File: src/rtl/core/spd_ram.sv
module spd_ram #(
   parameter int WIDTH = 8,
   parameter int DEPTH = 16
) (
   input  logic                     clock,
   input  logic                     wr_en,
   input  logic [$clog2(DEPTH)-1:0] wr_addr,
   input  logic [WIDTH-1:0]         wr_data,
   input  logic [$clog2(DEPTH)-1:0] rd_addr,
   output logic [WIDTH-1:0]         rd_data
);

   logic [WIDTH-1:0] mem_ff [DEPTH];
   logic [WIDTH-1:0] rd_data_ff;

   // One write port and one registered read port.
   always_ff @(posedge clock) begin
      if (wr_en) begin
         mem_ff[wr_addr] <= wr_data;
      end
      rd_data_ff <= mem_ff[rd_addr];
   end

   assign rd_data = rd_data_ff;

endmodule

File: config.mk
export PLATFORM = sky130hd
export DESIGN_NAME = spd_ram
export DESIGN_NICKNAME = d
export VERILOG_FILES = /design/src/rtl/core/spd_ram.sv
export SDC_FILE = /design/constraint.sdc
export NUM_CORES = 1
export LEC_CHECK = 0
export BUFFER_PORTS_ARGS = -buffer_cell sky130_fd_sc_hd__buf_2
export CORE_MARGIN = 3
export CORE_UTILIZATION = 60
export CTS_CLUSTER_DIAMETER = 150
export DETAILED_ROUTE_END_ITERATION = 7
export PLACE_DENSITY = 0.82
export SKIP_LAST_GASP = 1
export SLEW_MARGIN = 20
export SYNTH_ARGS = -nofsm -noshare
export SYNTH_HDL_FRONTEND = slang
export SYNTH_SLANG_ARGS = --single-unit
File: constraint.sdc
create_clock -name clock -period 1.9 [get_ports clock]
set_input_delay 0.095 -clock clock [delete_from_list [all_inputs] [get_ports clock]]
set_output_delay 0.095 -clock clock [all_outputs]
set_load 0.005 [all_outputs]
Word-level counts from Yosys, hierarchy flattened
Memories as Yosys holds them, arrays and structs flattened. A register that Yosys moved wholly into a read port is not among the register bits.
Index checks and enable logic that the tools add are counted.
{"block": "word_totals", "regBits": 0, "ram_bits": 128, "inputBits": 18, "output_inout_bits": 8, "mem_count": 1}
{"block": "op_classes", "mux": 2}
{"name": "mem_ff", "depth": 16, "width": 8, "read_ports": 1, "rd_ports_with_merged_regs": 1, "wr": 1, "line": "13", "text": "logic [WIDTH-1:0] mem_ff [DEPTH];"}
{"op": "1-bit two-way mux", "count": 2}

Logic depth before layout (Yosys ltp)
Gate-level depths: netlist (run 1).
{"block": "depth", "word_depth": 2, "mapped_depth": 5}

Worst setup path before layout (run 1)
No wires, ideal clock.
{"block": "synth_path", "path_type": "input-to-reg", "start": "input wr_addr[2]", "end": "memory mem_ff[0][0] (enable)", "setup_ps": 383, "t_arrival_ps": 1205, "required_ps": 1517, "slack_ps": 312, "path_stages": 2, "n_path_buf": 0, "cell_sequence": "or3b_2 nor3_1"}
{"item": "start, declared", "line": "7", "text": "input logic [$clog2(DEPTH)-1:0] wr_addr,"}
{"item": "end, declared", "line": "13"}
No word-level cell before the write port.

==> results_dict.tcl, run 1 <==
set metrics [dict create \
    status "complete, no violations" \
    row_count 33 \
    drc 0 \
    power_leakage_nw 2.114 \
    grt_pass1_vias 2578 \
    grt_max_degree 33 \
    initial_core_util 0.6233 \
    postSynthNetCount 247 \
    globalRouteMet1Util 0.3180 \
    power.total_mw 6.781 \
    layout_worst_path_cycle_share 0.7804 \
    numPlacedInstances 369 \
    detail_route.vias_per_cell 6.203 \
    ir_drop_mv 0.7459 \
    max_clock_freq_ghz 0.6744 \
    postCtsSetupBuffers 0 \
    finalHoldViolations 0 \
    finalMaxSlewViolations 0 \
    aggregate_routed_wire_length_um 9855 \
    synth-seq-cells 136 \
    post_route_cells_drive_above_1_share 0.2937 \
    clock-skew-final_ns 0.01258 \
    rsz0062_at_grt "false" \
    area_growth_syn_to_fin_pct 19.32 \
    clk_transition_reported_paths_ns 0.06 \
    holdCritPathClass "input pin to flop" \
    drt_first_iter_violations 274 \
    gr-usage-met2 0.3391 \
    cts_tree "yes" \
    syn-mean-instance-area_um2 22.48 \
    finalNetCount 309 \
    synth.yosys.warnings 0 \
    max_cap_violations 0 \
    global_route.peak_usage_layer "met2" \
    num_vias 2531 \
    dieHeight_um 98.63 \
    start_kind "flop" \
    worst_ep_arrival_time_ns 1.86 \
    netlist_area_um2 5147 \
    timing.max_slew.rel_slack 0.5527 \
    dp_hpwl_um 5904 \
    ant_nets 0 \
    die-width_um 98.63 \
    setup_violations 0 \
    diodes 0 \
    critical_path_class "flop to flop" \
    detail_route.wl_per_cell_um 24.15 \
    tritoncts_num_sinks 136 \
    synth_cells 229 \
    root_buffer "sky130_fd_sc_hd__clkbuf_8" \
    post_synth_num_cell_types 19 \
    cts_max_path_bufs 2 \
    worst_ep_required_time_ns 2.27 \
    placeableCoreArea_um2 8258 \
    synth_seq_area_share 0.7778 \
    power.density_nw_per_um2 1104 \
    worstSetupEndpointType "flop" \
    clk_latency_ns 0.51 \
    total_of_buffers_placed_on_input_and_output_ports 25 \
    gp_routability_congestion 0.7471 \
    totalNegativeSetupSlack_ns 0 \
    gr-total-overflow 0 \
    global_route.usage.met3 0.06086 \
    detail_route.first_pass.iterations 4 \
    global_route_wire_length_before_repair_um 15510 \
    layout.filler_cells 439 \
    initial_antenna_violation_count 0 \
    worst-path-max-fanout 1 \
    stdcell_count 408 \
    finalWorstPathRequiredPeriod_ns 1.483 \
    post_cts_hold_buffer_count 8 \
    cts.htree.levels 4 \
    worstMarginPinSlew_ns 0.6685 \
    io_pins 26 \
    post_cts_resize_count 0 \
    die_area_um2 9727 \
    tritoncts.num_buffers 17 \
    grt_util_all_layers 0.2246 \
]
power by group:
group          switching (mW)  internal, mW  total [mW]
clock                    1.11          1.97        3.08
sequential             0.0211          3.36        3.38
combinational           0.175         0.150       0.325
cell type report:
class                   instances  area, um2  area share
clock buffers                  20      425.4     0.06926
clock inverters                11      131.4     0.02139
multi-input cells              83       1057      0.1721
flip-flops and latches        136       4004      0.6519
well taps                     105      131.4     0.02139
repair buffers                 53      392.9     0.06396
logic make-up (layout without fill, tap and decap cells):
logic type	Yosys count	in the layout	share of synthesized area
DFF	136	136	0.7778
and+or+nand+nor	35	35	0.03184
muxes	32	32	0.1502
AOI/OAI and AO/OA	16	16	0.02334
buffers and inverters	10	84	0.01677
state kept, by name (all words and copies together) (netlist names):
name	flops
rd_data	8
mem_ff	128
through the flow:
stage	setup WS [ns]	instance area [um2]	util	hold WS (ns)
after floorplan	0.3121	5147	-	0.1939
after global placement	0.2944	5505	0.6667	0.4784
after detailed placement	0.2136	5505	0.6667	0.4739
after CTS	0.3917	6142	0.7438	0.1309
after global routing	0.3686	6142	0.7438	0.1539
final	0.4173	6142	0.7438	0.1476
Yosys cell counts:
cell type                         number  area, um2
sky130_fd_sc_hd__buf_6                 3      33.78
sky130_fd_sc_hd__nor3_1                4      20.02
sky130_fd_sc_hd__nand3_1               1      5.000
sky130_fd_sc_hd__mux4_2               18      405.4
sky130_fd_sc_hd__dfxtp_1               8      160.2
sky130_fd_sc_hd__and2_1                1      6.260
sky130_fd_sc_hd__nand2b_1              2      12.51
sky130_fd_sc_hd__nor2b_1               1      6.260
sky130_fd_sc_hd__and2b_1               1      7.510
sky130_fd_sc_hd__clkdlybuf4s25_2       3      30.03
sky130_fd_sc_hd__nor2_1               13      48.80
sky130_fd_sc_hd__nand3b_1              2      15.01
sky130_fd_sc_hd__mux4_1               14      367.9
sky130_fd_sc_hd__edfxtp_1            128       3844
sky130_fd_sc_hd__buf_2                 3      15.01
sky130_fd_sc_hd__buf_4                 1      7.510
sky130_fd_sc_hd__nand2_1               9      33.78
sky130_fd_sc_hd__a22oi_1              16      120.1
sky130_fd_sc_hd__or3b_2                1      8.760
path summary, 6_finish.rpt:
check                      from            to  slack (ns)  depth (start not counted)
hold / removal       wr_addr[0]  mem_ff[8][6]        0.15                          3
setup / recovery   mem_ff[8][4]    rd_data[4]        0.42                          3
hold reg to reg   mem_ff[12][1]    rd_data[1]        0.68                          3
setup reg to reg   mem_ff[8][4]    rd_data[4]        0.42                          3
cell usage in the layout (no fill, tap or decap), types with 8 or more instances in the layout:
cell / instances
sky130_fd_sc_hd__edfxtp_1: 128
sky130_fd_sc_hd__buf_2: 25
sky130_fd_sc_hd__mux4_2: 18
sky130_fd_sc_hd__buf_4: 17
sky130_fd_sc_hd__a22oi_1: 16
sky130_fd_sc_hd__clkbuf_16: 16
sky130_fd_sc_hd__mux4_1: 14
sky130_fd_sc_hd__nor2_1: 13
sky130_fd_sc_hd__nand2_1: 9
sky130_fd_sc_hd__dlygate4sd3_1: 8
sky130_fd_sc_hd__dfxtp_1: 8
per-layer routing:
metal | part of all wire | vias up
met1 | 0.39 | 1296
met5 | 0 | -
met4 | 0.021 | 0
met3 | 0.070 | 21
li1 | - | 1096
met2 | 0.51 | 118
worst max-delay path: stages (launching register included):
cell	delay (ns)
sky130_fd_sc_hd__edfxtp_1	0.37
sky130_fd_sc_hd__mux4_1	0.51
sky130_fd_sc_hd__a22oi_1	0.32
sky130_fd_sc_hd__nand2_1	0.15
No activity file was read; power rests on OpenSTA's default activity.
==> run 2, diff against run 1 <==
- clock period: 1.9 -> 1.4 ns (I/O delays scaled with it)
==> results_dict.tcl, run 2 (same netlist as run 1, synthesis figures left out) <==
set metrics [dict create \
    status "complete, no violations" \
    start_kind "flop" \
    p_switching_mw 1.850 \
    wl_met2_um 5109 \
    dp_hpwl_um 6376 \
    finalNetCount 318 \
    total_of_buffers_placed_on_input_and_output_ports 25 \
    routed-wl-met3_um 714 \
    grt_pass1_vias 2749 \
    gr-total-overflow 0 \
    clock-skew-final_ns 0.008467 \
    slowest_delay_ns 0.53 \
    drc 0 \
    cts_tree "yes" \
    layout_worst_path_cycle_share 0.9665 \
    startpoint_of_the_most_critical_register_to_register_path "mem_ff[6][2]" \
    finalHoldViolations 0 \
    ir_drop_mv 1.030 \
    finalWorstPathRequiredPeriod_ns 1.353 \
    grt_max_degree 25 \
    worst-r2r-setup-slack_ns 0.05 \
    min-delay-start "wr_addr[1]" \
    maxUsedRoutingLayer "met4" \
    worst_hold_path.endpoint "mem_ff[0][1]" \
    worstSetupEndpointType "flop" \
    root_buffer "sky130_fd_sc_hd__clkbuf_8" \
    worstPathCellList "mux4_2 -> a22oi_1 -> nand2_1" \
    worst_ep_required_time_ns 1.79 \
    num_vias 2534 \
    row_count 33 \
    io_pins 26 \
    gp_routability_congestion 0.7507 \
    cts_max_path_bufs 2 \
    worstPathBufferInverterCount 0 \
    rsz0062_at_grt "true" \
    area_growth_syn_to_fin_pct 21.12 \
    netSwitchingFraction 0.2013 \
    worstMarginPinSlew_ns 0.7417 \
    detail_route.wirelength.met1_um 4144 \
    worst_ep_arrival_time_ns 1.75 \
    clk_transition_reported_paths_ns 0.06 \
    placeableCoreArea_um2 8258 \
    diodes 0 \
    power_leakage_nw 2.157 \
    aggregate_routed_wire_length_um 10080 \
    drt_first_iter_violations 252 \
    critPathTopFamily "multiplexers" \
    dieHeight_um 98.63 \
    grt_util_all_layers 0.2306 \
    crit-reg2reg-capture "rd_data[2]" \
    ant_nets 0 \
    tritoncts_num_sinks 136 \
    rr_worst_depth 3 \
    totalNegativeSetupSlack_ns 0 \
    finalMaxSlewViolations 0 \
    post_route_cells_drive_above_1_share 0.3514 \
    max_cap_violations 0 \
    die-width_um 98.63 \
    most_common_cell_after_layout_fill_and_taps_aside "sky130_fd_sc_hd__edfxtp_1" \
    regMostFlops "mem_ff" \
    max_clock_freq_ghz 0.7390 \
    detail_route.vias_per_cell 6.062 \
    largest_register_ffs 128 \
    commonest_cells_after_routing_fill_and_taps_aside "sky130_fd_sc_hd__edfxtp_1 (128), sky130_fd_sc_hd__buf_4 (26), sky130_fd_sc_hd__buf_2 (25)" \
    initial_antenna_violation_count 0 \
    tritoncts.num_buffers 17 \
    detail_route.wl_per_cell_um 24.12 \
    slowest_stage "sky130_fd_sc_hd__mux4_2" \
    sequentialPowerShare 0.498 \
    initial_core_util 0.6233 \
    worst_hold_slack_ns 0.1166 \
    timing.max_slew.rel_slack 0.5037 \
    worst-path-max-fanout 1 \
    power.density_nw_per_um2 1474 \
    fin_ws_ns 0.04686 \
    comb_power_share 0.051 \
    setup_violations 0 \
    critical_path_class "flop to flop" \
    detail_route.first_pass.iterations 5 \
    die_area_um2 9727 \
    holdPathStages 3 \
    pre_cts_slack_ns -0.1050 \
    power.clock.fraction 0.451 \
    internal_power_mw 7.342 \
    clk_latency_ns 0.51 \
    global_route_wire_length_before_repair_um 15860 \
    cts.htree.levels 4 \
    holdCritPathClass "input pin to flop" \
    postCtsSetupBuffers 0 \
]
## run 2: worst reg2reg max path: stages (launching register included)
cell and delay, ns:
sky130_fd_sc_hd__edfxtp_1 0.40, sky130_fd_sc_hd__mux4_2 0.53, sky130_fd_sc_hd__a22oi_1 0.21, sky130_fd_sc_hd__nand2_1 0.09
## run 2: power groups by stage
| stage | Sequential [mW] | Clock [mW] | Combinational [mW] |
|---|---|---|---|
| 2_1_floorplan | 4.66 | 0 | 0.231 |
| 3_3_place_gp | 4.66 | 0 | 0.423 |
| 3_5_place_dp | 4.67 | 0 | 0.439 |
| 4_1_cts | 4.58 | 4.19 | 0.460 |
| 5_1_grt | 4.59 | 4.38 | 0.504 |
| 6_report | 4.58 | 4.15 | 0.465 |
## run 2: metal layers
layer  up-vias  GRT usage
met5         -          0
met4         0    0.09664
met3        11    0.05237
met2       117     0.3573
met1      1289     0.3247
li1       1117          -
## run 2: worst max path at each step
stage                       startpoint            to  depth (start not counted)
final                     mem_ff[6][2]    rd_data[2]                          3
after detailed placement    rd_addr[0]    rd_data[5]                          5
after CTS                 mem_ff[6][2]    rd_data[2]                          3
after floorplan             wr_addr[2]  mem_ff[3][0]                          2
after global placement      rd_addr[0]    rd_data[3]                          6
after global routing      mem_ff[0][5]    rd_data[5]                          3
## run 2: cell type report
type / count / area, um2
clock buffer: 20 / 435.4
clock inverter: 12 / 128.9
fill: 460 / 2023
multi-input combinational: 83 / 1075
sequential: 136 / 4004
tap: 105 / 131.4
timing repair buffer: 62 / 460.4
## run 2: stage by stage
step	util	instance area (um2)	total power, mW	std cells
2_1_floorplan	-	5152	4.889	229
3_3_place_gp	0.6755	5578	5.083	378
3_5_place_dp	0.6755	5578	5.106	378
4_1_cts	0.7535	6222	9.234	418
5_1_grt	0.7550	6235	9.477	418
6_report	0.7550	6235	9.193	418
## run 2: timing repair
item	CTS	global route
gates resized for setup	0	6
endpoints found under the hold margin	128	0
hold buffers	8	0
endpoints found under the setup margin	0	6
==> run 3, diff against run 2 <==
- ABC_AREA: default -> 1
- CORE_ASPECT_RATIO: default -> 1.2
- CORE_UTILIZATION: 60 -> 61
- PLACE_DENSITY: 0.82 -> 0.83
- SLEW_MARGIN: 20 -> 10
==> results_dict.tcl, run 3 <==
set metrics [dict create \
    commonest_cells_after_routing_fill_and_taps_aside "sky130_fd_sc_hd__nand2_1 (173), sky130_fd_sc_hd__edfxtp_1 (128), sky130_fd_sc_hd__inv_1 (100)" \
    regMostFlops "mem_ff" \
    power.density_nw_per_um2 1449 \
    initial_antenna_violation_count 0 \
    placeableCoreArea_um2 9129 \
    grt_util_all_layers 0.2938 \
    clock-skew-final_ns 0.006879 \
    num_vias 4165 \
    layout.filler_cells 571 \
    layout_worst_path_cycle_share 0.8198 \
    max_cap_violations 0 \
    post-synth-top-count-cell "sky130_fd_sc_hd__nand2_1" \
    ys_async_sr_fraction 0 \
    detail_route.vias_per_cell 5.636 \
    aggregate_routed_wire_length_um 14210 \
    leading_cell_types_by_total_area_after_synthesis "sky130_fd_sc_hd__edfxtp_1 (67%), sky130_fd_sc_hd__nand2_1 (11%), sky130_fd_sc_hd__nand3_1 (8.4%)" \
    worst-path-max-fanout 1 \
    synth_top_area_frac 0.6665 \
    synth_top_cells_by_count "sky130_fd_sc_hd__nand2_1 (173), sky130_fd_sc_hd__edfxtp_1 (128), sky130_fd_sc_hd__inv_1 (100), sky130_fd_sc_hd__nand3_1 (97), sky130_fd_sc_hd__nor2_1 (17)" \
    rr_worst_depth 6 \
    cts.htree.levels 4 \
    area_growth_syn_to_fin_pct 18.05 \
    worstSetupEndpointType "flop" \
    dieHeight_um 112.5 \
    die_area_um2 10660 \
    worst_ep_arrival_time_ns 1.56 \
    largest_register_ffs 128 \
    postCtsSetupBuffers 0 \
    critPathCapture "rd_data[2]" \
    gr-total-overflow 0 \
    detail_route.wl_per_cell_um 19.23 \
    global_route_wire_length_before_repair_um 22630 \
    synth_flop_cell "sky130_fd_sc_hd__edfxtp_1" \
    syn-mean-instance-area_um2 10.47 \
    rsz0062_at_grt "false" \
    most_common_cell_after_layout_fill_and_taps_aside "sky130_fd_sc_hd__nand2_1" \
    holdCritPathClass "input pin to flop" \
    critical_path_class "flop to flop" \
    slowest_delay_ns 0.36 \
    synth_cells 551 \
    synth_seq_area_share 0.6943 \
    synth-edff-count 128 \
    cts_max_path_bufs 2 \
    row_count 38 \
    critical_path.most_common_cell "sky130_fd_sc_hd__nand3_1" \
    post_cts_resize_count 0 \
    grt_pass1_vias 4194 \
    synth-seq-cells 136 \
    synth_largest_area_cell "sky130_fd_sc_hd__edfxtp_1" \
    diodes 0 \
    post_route_cells_drive_above_1_share 0.1325 \
    finalNetCount 624 \
    finalHoldViolations 0 \
    finalMaxSlewViolations 0 \
    detail_route.first_pass.iterations 6 \
    worstPathCellList "inv_1 -> nand2_1 -> nand3_1 -> nand3_1 -> nand3_1 -> nand2_1" \
    timing.max_slew.rel_slack 0.7346 \
    startpoint_of_the_most_critical_register_to_register_path "mem_ff[5][2]" \
    dp_hpwl_um 8242 \
    totalNegativeSetupSlack_ns 0 \
    power_leakage_nw 2.992 \
    worst-r2r-setup-slack_ns 0.25 \
    drt_first_iter_violations 649 \
    status "complete, no violations" \
    tritoncts_num_sinks 136 \
    root_buffer "sky130_fd_sc_hd__clkbuf_8" \
    drc 0 \
    crit-reg2reg-capture "rd_data[2]" \
    die-width_um 94.76 \
    stdcell_count 739 \
    postSynthNetCount 569 \
    ir_drop_mv 1.170 \
    numPlacedInstances 698 \
    start_kind "flop" \
    setup_violations 0 \
    worstSetupStartpoint "mem_ff[5][2]" \
    seq_area_um2 4004 \
    ant_nets 0 \
    finalWorstPathRequiredPeriod_ns 1.148 \
    multi_input_area_um2 1214 \
    io_pins 26 \
    worst_ep_required_time_ns 1.81 \
    clk_latency_ns 0.53 \
    grt_max_degree 41 \
    gp_routability_congestion 0.9838 \
    worstMarginPinSlew_ns 0.3981 \
    clk_transition_reported_paths_ns 0.06 \
    initial_core_util 0.6317 \
    cts_tree "yes" \
    netlist_area_um2 5767 \
    total_of_buffers_placed_on_input_and_output_ports 25 \
    max_clock_freq_ghz 0.8713 \
    worst_hold_slack_ns 0.1386 \
    post_synth_num_cell_types 12 \
    tritoncts.num_buffers 17 \
    slowest_stage "sky130_fd_sc_hd__edfxtp_1" \
    synth.yosys.warnings 0 \
]
## run 3: cell count changes in the layout (fill, tap and decap cells not counted), moves of 3 or more
cell,delta
sky130_fd_sc_hd__mux4_2,-20
sky130_fd_sc_hd__bufinv_16,+3
sky130_fd_sc_hd__inv_1,+100
sky130_fd_sc_hd__nand2_1,+164
sky130_fd_sc_hd__mux4_1,-12
sky130_fd_sc_hd__a22oi_1,-12
sky130_fd_sc_hd__a22oi_2,-4
sky130_fd_sc_hd__clkinv_4,-3
sky130_fd_sc_hd__nand3_1,+96
sky130_fd_sc_hd__nor2_1,+4
sky130_fd_sc_hd__nor3_1,-3
## run 3: logic make-up (layout without fill, tap and decap cells)
logic type,after synthesis,after routing,synth area share
and+or+nand+nor,289,289,0.2105
buffers and inverters,126,194,0.09525
DFF,136,136,0.6943
## run 3: layout make-up
class                           count  area share
Sequential cell                   136      0.5881
Multi-Input combinational cell    289      0.1783
Timing Repair Buffer               60     0.06396
Clock buffer                       18     0.06139
Inverter                          102     0.05624
Clock inverter                     14     0.02996
Tap cell                          120     0.02205
## run 3: routing by layer
layer | global-route usage | vias to the layer above | routed length [um]
met2 | 0.4708 | 288 | 7170
met5 | 0 | - | 0
met3 | 0.06836 | 54 | 1328
met1 | 0.3723 | 1939 | 5103
li1 | - | 1884 | -
met4 | 0.1521 | 0 | 608
## run 3: critical path: cells and delay by family, from the launching register on
| family | cells | cell delay [ns] |
|---|---|---|
| and+or+nand+nor | 5 | 0.59 |
| DFF | 1 | 0.36 |
| buffers and inverters | 1 | 0.09 |
## run 3: what timing repair did
item,CTS,global route
hold buffers,9,0
hold endpoints to repair,136,0
endpoints found under the setup margin,0,0
## run 3: where the power goes
| part | total (mW) | internal (mW) | switching [mW] |
|---|---|---|---|
| Combinational | 0.607 | 0.191 | 0.416 |
| Clock | 4.67 | 3.05 | 1.62 |
| Sequential | 4.59 | 4.55 | 0.0355 |
| Total | 9.87 | 7.80 | 2.07 |
## run 3: worst min-delay path by stage
stage                     startpoint            to  slack [ns]  depth (start not counted)
after floorplan           wr_data[0]  mem_ff[0][0]        0.17                          0
after global placement    rd_addr[3]    rd_data[4]        0.42                          3
after detailed placement  rd_addr[3]    rd_data[6]        0.41                          3
final                     rd_addr[2]    rd_data[3]        0.14                          5
after CTS                 rd_addr[2]    rd_data[3]         0.1                          5
after global routing      rd_addr[2]    rd_data[2]        0.16                          5
## run 3: stage by stage
stage	power [mW]	setup slack (ns)	cell area [um2]	util
2_1_floorplan	4.982	0.3792	5767	-
3_3_place_gp	5.199	0.2895	6096	0.6678
3_5_place_dp	5.224	0.2195	6096	0.6678
4_1_cts	9.870	0.2523	6808	0.7458
5_1_grt	10.15	0.2062	6808	0.7458
6_report	9.867	0.2523	6808	0.7458
